`config.mk`:
```
export PLATFORM = sky130hd
export DESIGN_NAME = igmp_group_table_with_aging_unit
export DESIGN_NICKNAME = d
export VERILOG_FILES = /design/src/rtl/core/igmpgt_pkg.sv /design/src/rtl/core/igmpgt_front.sv /design/src/rtl/core/igmpgt_back.sv /design/src/rtl/core/igmpgt_resq.sv /design/src/rtl/core/igmp_group_table_with_aging_unit.sv
export SDC_FILE = /design/constraint.sdc
export NUM_CORES = 2
export LEC_CHECK = 0
export ABC_AREA = 1
export BUFFER_PORTS_ARGS = -buffer_cell sky130_fd_sc_hd__buf_2
export CORE_MARGIN = 8
export CORE_UTILIZATION = 52
export DETAILED_ROUTE_END_ITERATION = 12
export PLACE_DENSITY = 0.68
export SETUP_SLACK_MARGIN = 0.05
export SLEW_MARGIN = 20
export SYNTH_ARGS = -nofsm -noshare
export SYNTH_HDL_FRONTEND = slang
export SYNTH_SLANG_ARGS = --single-unit
export TNS_END_PERCENT = 100
```
`constraint.sdc`:
```
create_clock -name i_clk -period 4.7 [get_ports i_clk]
set_input_delay 0.705 -clock i_clk [delete_from_list [all_inputs] [get_ports i_clk]]
set_output_delay 0.705 -clock i_clk [all_outputs]
set_load 0.005 [all_outputs]
```
`src/rtl/core/igmpgt_pkg.sv`:
```
// Package: shared types, codes and defaults for the IGMP group table.
package igmpgt_pkg;

    localparam int DEF_NUM_ENTRIES = 32;
    localparam int DEF_PORT_BITS   = 4;
    localparam int FQ_DEPTH        = 2;
    localparam int RQ_DEPTH        = 2;
    localparam int ADDR_W          = 3;

    localparam logic [15:0] LIFETIME_RESET   = 16'd260;
    localparam logic        REG_IDX_LIFETIME = 1'b0;
    localparam logic [5:0]  EXP_MAX          = 6'd63;

    typedef enum logic [1:0] {
        OP_JOIN   = 2'd0,
        OP_LEAVE  = 2'd1,
        OP_LOOKUP = 2'd2,
        OP_TICK   = 2'd3
    } t_op;

    typedef enum logic [2:0] {
        ST_MATCH   = 3'd0,
        ST_ADDED   = 3'd1,
        ST_FULL    = 3'd2,
        ST_NOMATCH = 3'd3,
        ST_REMOVED = 3'd4
    } t_status;

    typedef struct packed {
        t_op         op;
        logic [3:0]  port;
        logic [31:0] group;
    } t_cmd;

    typedef struct packed {
        logic        member;
        t_status     status;
        logic [5:0]  expired;
    } t_result;

endpackage

```
`src/rtl/core/igmpgt_front.sv`:
```
// Front end: decodes incoming transactions and queues them for the table engine.
module igmpgt_front
    import igmpgt_pkg::*;
#(
    parameter int PORT_BITS = DEF_PORT_BITS
) (
    input  logic        i_clk,
    input  logic        i_rst_n,
    input  logic        i_push,
    output logic        o_full,
    input  logic [1:0]  i_func,
    input  logic [3:0]  i_port,
    input  logic [31:0] i_group_addr,
    output logic        o_cmd_valid,
    input  logic        i_cmd_pop,
    output t_cmd        o_cmd
);

    localparam int QW = (FQ_DEPTH > 1) ? $clog2(FQ_DEPTH) : 1;
    localparam logic [3:0] PORT_MASK =
        (PORT_BITS >= 4) ? 4'hF : 4'((1 << PORT_BITS) - 1);

    t_cmd          r_q [FQ_DEPTH];
    logic [QW-1:0] r_wp, n_wp;
    logic [QW-1:0] r_rp, n_rp;
    logic [QW:0]   r_cnt, n_cnt;
    t_cmd          cmd_in;
    logic          do_push;
    logic          do_pop;

    assign o_full      = (r_cnt == (QW+1)'(FQ_DEPTH));
    assign o_cmd_valid = (r_cnt != '0);
    assign o_cmd       = r_q[r_rp];
    assign do_push     = i_push && !o_full;
    assign do_pop      = i_cmd_pop && o_cmd_valid;

    always_comb begin
        cmd_in.op    = t_op'(i_func);
        cmd_in.port  = i_port & PORT_MASK;
        cmd_in.group = i_group_addr;
    end

    always_comb begin
        n_wp  = r_wp;
        n_rp  = r_rp;
        n_cnt = r_cnt;
        if (do_push) begin
            n_wp = (r_wp == QW'(FQ_DEPTH - 1)) ? '0 : r_wp + 1'b1;
        end
        if (do_pop) begin
            n_rp = (r_rp == QW'(FQ_DEPTH - 1)) ? '0 : r_rp + 1'b1;
        end
        if (do_push && !do_pop) begin
            n_cnt = r_cnt + 1'b1;
        end else if (do_pop && !do_push) begin
            n_cnt = r_cnt - 1'b1;
        end
    end

    always_ff @(posedge i_clk) begin
        if (!i_rst_n) begin
            r_wp  <= '0;
            r_rp  <= '0;
            r_cnt <= '0;
        end else begin
            r_wp  <= n_wp;
            r_rp  <= n_rp;
            r_cnt <= n_cnt;
        end
    end

    always_ff @(posedge i_clk) begin
        if (do_push) begin
            r_q[r_wp] <= cmd_in;
        end
    end

endmodule

```
`src/rtl/core/igmpgt_back.sv`:
```
// Back end: table memory and the scan engine that carries out each operation.
module igmpgt_back
    import igmpgt_pkg::*;
#(
    parameter int NUM_ENTRIES = DEF_NUM_ENTRIES,
    parameter int PORT_BITS   = DEF_PORT_BITS
) (
    input  logic        i_clk,
    input  logic        i_rst_n,
    input  logic [15:0] i_lifetime,
    input  logic        i_cmd_valid,
    output logic        o_cmd_pop,
    input  t_cmd        i_cmd,
    input  logic        i_res_full,
    output logic        o_res_push,
    output t_result     o_res,
    output logic        o_clearing
);

    localparam int IW = $clog2(NUM_ENTRIES);
    localparam int EW = 1 + PORT_BITS + 32 + 16;
    localparam logic [IW:0] CNT_END  = (IW+1)'(NUM_ENTRIES);
    localparam logic [IW:0] CNT_LAST = (IW+1)'(NUM_ENTRIES - 1);

    typedef enum logic [3:0] {
        BS_CLEAR = 4'b0001,
        BS_IDLE  = 4'b0010,
        BS_SCAN  = 4'b0100,
        BS_APPLY = 4'b1000
    } t_bstate;

    t_bstate        r_state, n_state;
    logic [IW:0]    r_cnt, n_cnt;
    logic           r_chk_vld, n_chk_vld;
    logic [IW-1:0]  r_chk_idx;
    logic           r_hit_found, n_hit_found;
    logic [IW-1:0]  r_hit_idx, n_hit_idx;
    logic           r_free_found, n_free_found;
    logic [IW-1:0]  r_free_idx, n_free_idx;
    logic [5:0]     r_expired, n_expired;
    t_cmd           r_cmd;

    logic [EW-1:0]  r_mem [NUM_ENTRIES];
    logic [EW-1:0]  r_rdata;
    logic           mem_we;
    logic [IW-1:0]  mem_waddr;
    logic [EW-1:0]  mem_wdata;

    logic                 rd_valid;
    logic [PORT_BITS-1:0] rd_port;
    logic [31:0]          rd_group;
    logic [15:0]          rd_timer;
    logic                 rd_match;
    logic [PORT_BITS+3:0] port_wide;
    logic [PORT_BITS-1:0] cmd_port;
    logic [EW-1:0]        new_entry;

    assign rd_valid  = r_rdata[EW-1];
    assign rd_port   = r_rdata[48 +: PORT_BITS];
    assign rd_group  = r_rdata[47:16];
    assign rd_timer  = r_rdata[15:0];
    assign port_wide = {{PORT_BITS{1'b0}}, r_cmd.port};
    assign cmd_port  = port_wide[PORT_BITS-1:0];
    assign rd_match  = rd_valid && (rd_port == cmd_port) && (rd_group == r_cmd.group);
    assign new_entry = {1'b1, cmd_port, r_cmd.group, i_lifetime};
    assign o_clearing = (r_state == BS_CLEAR);

    always_comb begin
        n_state      = r_state;
        n_cnt        = r_cnt;
        n_chk_vld    = 1'b0;
        n_hit_found  = r_hit_found;
        n_hit_idx    = r_hit_idx;
        n_free_found = r_free_found;
        n_free_idx   = r_free_idx;
        n_expired    = r_expired;
        mem_we       = 1'b0;
        mem_waddr    = r_chk_idx;
        mem_wdata    = '0;
        o_cmd_pop    = 1'b0;
        o_res_push   = 1'b0;
        o_res        = '0;
        unique case (r_state)
            BS_CLEAR: begin
                mem_we    = 1'b1;
                mem_waddr = r_cnt[IW-1:0];
                if (r_cnt == CNT_LAST) begin
                    n_cnt   = '0;
                    n_state = BS_IDLE;
                end else begin
                    n_cnt = r_cnt + 1'b1;
                end
            end
            BS_IDLE: begin
                if (i_cmd_valid && !i_res_full) begin
                    o_cmd_pop    = 1'b1;
                    n_cnt        = '0;
                    n_hit_found  = 1'b0;
                    n_free_found = 1'b0;
                    n_expired    = '0;
                    n_state      = BS_SCAN;
                end
            end
            BS_SCAN: begin
                if (r_cnt != CNT_END) begin
                    n_cnt     = r_cnt + 1'b1;
                    n_chk_vld = 1'b1;
                end
                if (r_chk_vld) begin
                    if (r_cmd.op == OP_TICK) begin
                        if (rd_valid) begin
                            mem_we = 1'b1;
                            if (rd_timer <= 16'd1) begin
                                mem_wdata = '0;
                                if (r_expired != EXP_MAX) begin
                                    n_expired = r_expired + 1'b1;
                                end
                            end else begin
                                mem_wdata = {rd_valid, rd_port, rd_group, rd_timer - 16'd1};
                            end
                        end
                    end else begin
                        if (rd_match && !r_hit_found) begin
                            n_hit_found = 1'b1;
                            n_hit_idx   = r_chk_idx;
                        end
                        if (!rd_valid && !r_free_found) begin
                            n_free_found = 1'b1;
                            n_free_idx   = r_chk_idx;
                        end
                    end
                end else if (r_cnt == CNT_END) begin
                    n_state = BS_APPLY;
                end
            end
            BS_APPLY: begin
                o_res_push = 1'b1;
                o_res.member = (r_cmd.op != OP_TICK) && r_hit_found;
                unique case (r_cmd.op)
                    OP_JOIN: begin
                        if (r_hit_found) begin
                            mem_we       = 1'b1;
                            mem_waddr    = r_hit_idx;
                            mem_wdata    = new_entry;
                            o_res.status = ST_MATCH;
                        end else if (r_free_found) begin
                            mem_we       = 1'b1;
                            mem_waddr    = r_free_idx;
                            mem_wdata    = new_entry;
                            o_res.status = ST_ADDED;
                        end else begin
                            o_res.status = ST_FULL;
                        end
                    end
                    OP_LEAVE: begin
                        if (r_hit_found) begin
                            mem_we       = 1'b1;
                            mem_waddr    = r_hit_idx;
                            mem_wdata    = '0;
                            o_res.status = ST_REMOVED;
                        end else begin
                            o_res.status = ST_NOMATCH;
                        end
                    end
                    OP_LOOKUP: begin
                        o_res.status = r_hit_found ? ST_MATCH : ST_NOMATCH;
                    end
                    OP_TICK: begin
                        o_res.status  = ST_MATCH;
                        o_res.expired = r_expired;
                    end
                endcase
                n_state = BS_IDLE;
            end
            default: begin
                n_state = BS_IDLE;
            end
        endcase
    end

    always_ff @(posedge i_clk) begin
        if (!i_rst_n) begin
            r_state      <= BS_CLEAR;
            r_cnt        <= '0;
            r_chk_vld    <= 1'b0;
            r_hit_found  <= 1'b0;
            r_free_found <= 1'b0;
            r_expired    <= '0;
        end else begin
            r_state      <= n_state;
            r_cnt        <= n_cnt;
            r_chk_vld    <= n_chk_vld;
            r_hit_found  <= n_hit_found;
            r_free_found <= n_free_found;
            r_expired    <= n_expired;
        end
    end

    always_ff @(posedge i_clk) begin
        r_chk_idx  <= r_cnt[IW-1:0];
        r_hit_idx  <= n_hit_idx;
        r_free_idx <= n_free_idx;
        if (o_cmd_pop) begin
            r_cmd <= i_cmd;
        end
    end

    always_ff @(posedge i_clk) begin
        if (mem_we) begin
            r_mem[mem_waddr] <= mem_wdata;
        end
        r_rdata <= r_mem[r_cnt[IW-1:0]];
    end

endmodule

```
`src/rtl/core/igmpgt_resq.sv`:
```
// Result queue: holds finished results until the consumer pops them.
module igmpgt_resq
    import igmpgt_pkg::*;
(
    input  logic    i_clk,
    input  logic    i_rst_n,
    input  logic    i_res_push,
    input  t_result i_res,
    output logic    o_res_full,
    output logic    o_empty,
    input  logic    i_pop,
    output t_result o_res
);

    localparam int QW = (RQ_DEPTH > 1) ? $clog2(RQ_DEPTH) : 1;

    t_result       r_q [RQ_DEPTH];
    logic [QW-1:0] r_wp, n_wp;
    logic [QW-1:0] r_rp, n_rp;
    logic [QW:0]   r_cnt, n_cnt;
    logic          do_push;
    logic          do_pop;

    assign o_res_full = (r_cnt == (QW+1)'(RQ_DEPTH));
    assign o_empty    = (r_cnt == '0);
    assign o_res      = r_q[r_rp];
    assign do_push    = i_res_push && !o_res_full;
    assign do_pop     = i_pop && !o_empty;

    always_comb begin
        n_wp  = r_wp;
        n_rp  = r_rp;
        n_cnt = r_cnt;
        if (do_push) begin
            n_wp = (r_wp == QW'(RQ_DEPTH - 1)) ? '0 : r_wp + 1'b1;
        end
        if (do_pop) begin
            n_rp = (r_rp == QW'(RQ_DEPTH - 1)) ? '0 : r_rp + 1'b1;
        end
        if (do_push && !do_pop) begin
            n_cnt = r_cnt + 1'b1;
        end else if (do_pop && !do_push) begin
            n_cnt = r_cnt - 1'b1;
        end
    end

    always_ff @(posedge i_clk) begin
        if (!i_rst_n) begin
            r_wp  <= '0;
            r_rp  <= '0;
            r_cnt <= '0;
        end else begin
            r_wp  <= n_wp;
            r_rp  <= n_rp;
            r_cnt <= n_cnt;
        end
    end

    always_ff @(posedge i_clk) begin
        if (do_push) begin
            r_q[r_wp] <= i_res;
        end
    end

endmodule

```
`src/rtl/core/igmp_group_table_with_aging_unit.sv`:
```
// Top level: IGMP group table with aging, register port and queue interfaces.
// Each transaction (join, leave, lookup or one-second tick) is carried out by a
// scan of the table memory, one entry per cycle through its single read port;
// a short input queue and a result queue decouple the engine from both
// neighbours. After reset a clearing pass writes every entry free, with full
// held high meanwhile; register writes are taken throughout.
module igmp_group_table_with_aging_unit
    import igmpgt_pkg::*;
#(
    parameter int NUM_ENTRIES = DEF_NUM_ENTRIES,
    parameter int PORT_BITS   = DEF_PORT_BITS
) (
    input  logic              i_clk,
    input  logic              i_rst_n,
    input  logic              psel,
    input  logic              penable,
    input  logic              pwrite,
    input  logic [ADDR_W-1:0] paddr,
    input  logic [31:0]       pwdata,
    output logic [31:0]       prdata,
    output logic              pready,
    input  logic              push,
    output logic              full,
    input  logic [1:0]        i_func,
    input  logic [3:0]        i_port,
    input  logic [31:0]       i_group_addr,
    output logic              empty,
    input  logic              pop,
    output logic              o_member,
    output logic [2:0]        o_status,
    output logic [5:0]        o_expired
);

    logic [15:0] r_lifetime;
    logic        front_full;
    logic        clearing;
    logic        cmd_valid;
    logic        cmd_pop;
    t_cmd        cmd;
    logic        res_full;
    logic        res_push;
    t_result     res_in;
    t_result     res_out;
    logic        cfg_wr;

    assign pready = 1'b1;
    assign cfg_wr = psel && penable && pwrite && (paddr[2] == REG_IDX_LIFETIME);
    assign prdata = (paddr[2] == REG_IDX_LIFETIME) ? {16'd0, r_lifetime} : 32'd0;
    assign full   = front_full || clearing;

    always_ff @(posedge i_clk) begin
        if (!i_rst_n) begin
            r_lifetime <= LIFETIME_RESET;
        end else if (cfg_wr) begin
            r_lifetime <= pwdata[15:0];
        end
    end

    igmpgt_front #(
        .PORT_BITS   (PORT_BITS)
    ) u_front (
        .i_clk        (i_clk),
        .i_rst_n      (i_rst_n),
        .i_push       (push && !clearing),
        .o_full       (front_full),
        .i_func       (i_func),
        .i_port       (i_port),
        .i_group_addr (i_group_addr),
        .o_cmd_valid  (cmd_valid),
        .i_cmd_pop    (cmd_pop),
        .o_cmd        (cmd)
    );

    igmpgt_back #(
        .NUM_ENTRIES (NUM_ENTRIES),
        .PORT_BITS   (PORT_BITS)
    ) u_back (
        .i_clk       (i_clk),
        .i_rst_n     (i_rst_n),
        .i_lifetime  (r_lifetime),
        .i_cmd_valid (cmd_valid),
        .o_cmd_pop   (cmd_pop),
        .i_cmd       (cmd),
        .i_res_full  (res_full),
        .o_res_push  (res_push),
        .o_res       (res_in),
        .o_clearing  (clearing)
    );

    igmpgt_resq u_resq (
        .i_clk      (i_clk),
        .i_rst_n    (i_rst_n),
        .i_res_push (res_push),
        .i_res      (res_in),
        .o_res_full (res_full),
        .o_empty    (empty),
        .i_pop      (pop),
        .o_res      (res_out)
    );

    assign o_member  = res_out.member;
    assign o_status  = res_out.status;
    assign o_expired = res_out.expired;

endmodule

```
==> results_dict.tcl <==
set metrics [dict create \
    cts_tree "yes" \
    cp-start-kind "flip-flop" \
    synth.top_cell.area_share 0.7197 \
    critPathRequiredTime_ns 5.16 \
    start_util 0.5218 \
    slew_headroom 0.2022 \
    post-route-period-util 0.7264 \
    synth.most_common_cell "edfxtp_1" \
    synthArstFlopShare 0 \
    p_comb_frac 0.199 \
    outcome "complete, no violations" \
    worstHoldPathCells 1 \
    clock_sinks 1942 \
    synth.area.top_cells "edfxtp_1 (72%), o21ai_0 (5.6%), nor2_1 (5.5%)" \
    max_freq_ghz 0.2929 \
    coreArea_um2 147100 \
    clockBufferDepth 3 \
    yosysWarnings 0 \
    clkTransAtPathRegs_ns 0.06 \
    grt_max_degree 199 \
    cts-buffers-inserted 184 \
    crit_start "u_back.r_cmd[37]" \
    rows 141 \
    grt_overflow 0 \
    skew_ns 0.02736 \
    area_delta_synth_final_pct 11.37 \
    nNetsFinal 6211 \
    wl_per_cell_um 24.96 \
    cp_slowest_cell "nor2_4" \
    maxUsedRoutingLayer "met4" \
    timing.hold.ws_ns 0.07580 \
    final_area_um2 85500 \
    ys.flop_type "edfxtp_1" \
    cp_top_family "simple AND/OR/NAND/NOR gates" \
    rsz0062_at_grt "no" \
    cp_max_fo 16 \
    netlist_instances 6098 \
    grt_first_pass_wirelength_um 300800 \
    drt-initial-drc-count 7096 \
    power_density_nw_per_um2 515.6 \
    hpwlAfterDp_um 106100 \
    r2r_start "u_back.r_cmd[37]" \
    ys_seq_elements 1942 \
    synth_cell_type_count 45 \
    total_power_mw 44.08 \
    p_leak_nw 29.80 \
    post-route-util 0.5811 \
    gp_congestion 0.8302 \
    h-tree-depth 4 \
    synth_area_per_cell_um2 12.59 \
    dr_wl_met3_um 22090 \
    io-pin-count 125 \
    synth_edf_count 1840 \
    final.setup.tns_ns 0 \
    rr_worst_depth 12 \
    track_usage 0.2463 \
    clockPowerShare 0.329 \
    worstSetupEndpointType "flip-flop" \
    setup_viol 0 \
    slowest_delay_ns 0.66 \
    io_buffers 89 \
    drive_gt1_frac 0.09674 \
    cap_violations 0 \
    seqPwrFrac 0.472 \
    switching_power_mw 13.15 \
    synth_area_um2 76770 \
    clock_latency_ns 0.82 \
    post_cts_resized 0 \
    wl_um 205100 \
    min_from "i_group_addr[9]" \
    final_antenna_net_count 0 \
    worst_pin_slew_ns 1.197 \
    die_w_um 400.2 \
    cts_hold_buf 0 \
    r2r_slack_ns 1.29 \
    cp.depth 12 \
    dieArea_um2 160200 \
    ys_top_cells_by_count "edfxtp_1 (1840), nor2_1 (1125), o21ai_0 (856), nand2_1 (713), o22ai_1 (280)" \
    critPathArrivalTime_ns 3.88 \
    vias 49480 \
    routed-wl-met2_um 93350 \
    worstPathCellList "inv_2 -> nand2_1 -> nor2_2 -> a21oi_1 -> inv_1 -> nand2_1 -> nand3_1 -> inv_1 -> nor2_1 -> nand2_2 -> nor2_4 -> buf_4" \
    hold_class "primary input to flip-flop" \
    die_h_um 400.2 \
    antenna_found_initial 4 \
    path_class "flip-flop to flip-flop" \
    cts.repair_timing.setup_buffer_count 0 \
    period_needed_ns 3.414 \
    p_sw_frac 0.2984 \
    dr.pass1.iters 8 \
    viasPerCell 6.022 \
    yosysTopAreaCell "edfxtp_1" \
    grt_pass1_vias 46530 \
    synth_seq_area_share 0.7463 \
    vdd_drop_max_v 0.0004781 \
    internal_power_mw 30.93 \
    crit_buf_inv 4 \
    slew_violations 0 \
    crit_path_end "u_back.r_mem[22][46]" \
    wl_met1_um 82650 \
    cts_root_buffer "clkbuf_16" \
    drc 0 \
    reg2reg_to "u_back.r_mem[22][46]" \
    placed_cell_area_um2 79400 \
    final_hold_viol_count 0 \
]
cell usage in the layout (no fill, tap or decap), types with 9 or more instances in the layout:
master	netlist	final
nor3_1	12	12
clkbuf_16	0	186
nand3_1	148	148
xnor2_1	10	10
clkinv_1	3	32
nor2_1	1125	1089
clkbuf_8	0	27
o21ai_0	856	850
buf_4	34	116
xor2_1	10	10
conb_1	2	17
edfxtp_1	1840	1840
inv_1	155	153
or2_2	9	9
clkinv_2	0	22
dfxtp_1	102	98
a22o_1	9	9
buf_2	98	89
nand2_1	713	712
nor2_4	0	36
o22ai_4	0	23
a21oi_1	129	129
o22ai_2	20	11
mux2_2	10	10
o211ai_1	154	154
o22ai_1	280	266
o21ai_1	53	55
buf_12	1	14
clkbuf_1	209	60
nand4_1	20	20
kinds of logic (layout without fill, tap and decap cells):
group | Yosys count | in the layout | synth area share
buf+inv | 562 | 734 | 0.03333
xor+xnor | 20 | 20 | 0.002282
compound gates | 1507 | 1507 | 0.1106
simple gates | 2048 | 2048 | 0.1048
fa+ha+maj | 7 | 7 | 0.001141
other cells | 2 | 19 | 0.00009782
mux | 10 | 10 | 0.001467
flops | 1942 | 1942 | 0.7463
power groups by stage:
stage	Sequential, mW	Combinational, mW	Clock (mW)
after floorplan	20.9	6.08	0
after global placement	21.1	8.42	0
after detailed placement	21.1	8.59	0
after CTS	20.8	8.64	14.6
after global routing	20.9	9.65	15.3
final	20.8	8.76	14.5
how the worst min path moves through the flow:
stage                          end  slack, ns
6_report         u_front.r_q[1][9]       0.08
5_1_grt          u_front.r_q[1][9]       0.04
4_1_cts          u_front.r_q[1][9]       0.01
3_5_place_dp   u_back.r_chk_idx[3]       0.41
3_3_place_gp   u_back.r_chk_idx[3]       0.41
2_1_floorplan  u_back.r_chk_idx[2]       0.33
state kept, by name, indices dropped and copies added, names as in the netlist, 2 cells and up, named ones only:
name               count
u_back.r_chk_idx       5
u_back.r_mem        1696
u_back.r_rdata        53
u_back.r_hit_idx       5
r_lifetime            16
u_front.r_cnt          2
u_back.cmd_port        4
u_resq.r_cnt           2
u_back.r_cmd           2
u_resq.r_q            20
u_back.r_cnt           6
u_front.r_q           76
u_back.new_entry      32
u_back.r_state         4
u_back.r_free_idx      5
u_back.r_expired       6
metal layers:
| metal | vias up | GRT usage |
|---|---|---|
| li1 | 22080 | - |
| met1 | 24320 | 0.3527 |
| met2 | 2672 | 0.3816 |
| met3 | 410 | 0.04493 |
| met4 | 0 | 0.08712 |
| met5 | - | 0 |
stage by stage:
step,worst slack (ns),instances
CTS,1.352,8214
global placement,1.361,7864
detailed placement,1.364,7867
floorplan,0.5460,6113
finish,1.286,8217
global route,1.113,8215
layout make-up:
cell class              count  area, µm²
fillers                 11340      61640
inverters                 165      650.6
well taps                1930       2415
clock buffers             273       5251
multi-input cells        3609      17530
repair buffers            222       1663
clock inverters            74      674.4
diodes                      2      5.005
flip-flops and latches   1942      57310
Note: power is estimated with default switching activity, not from simulation.
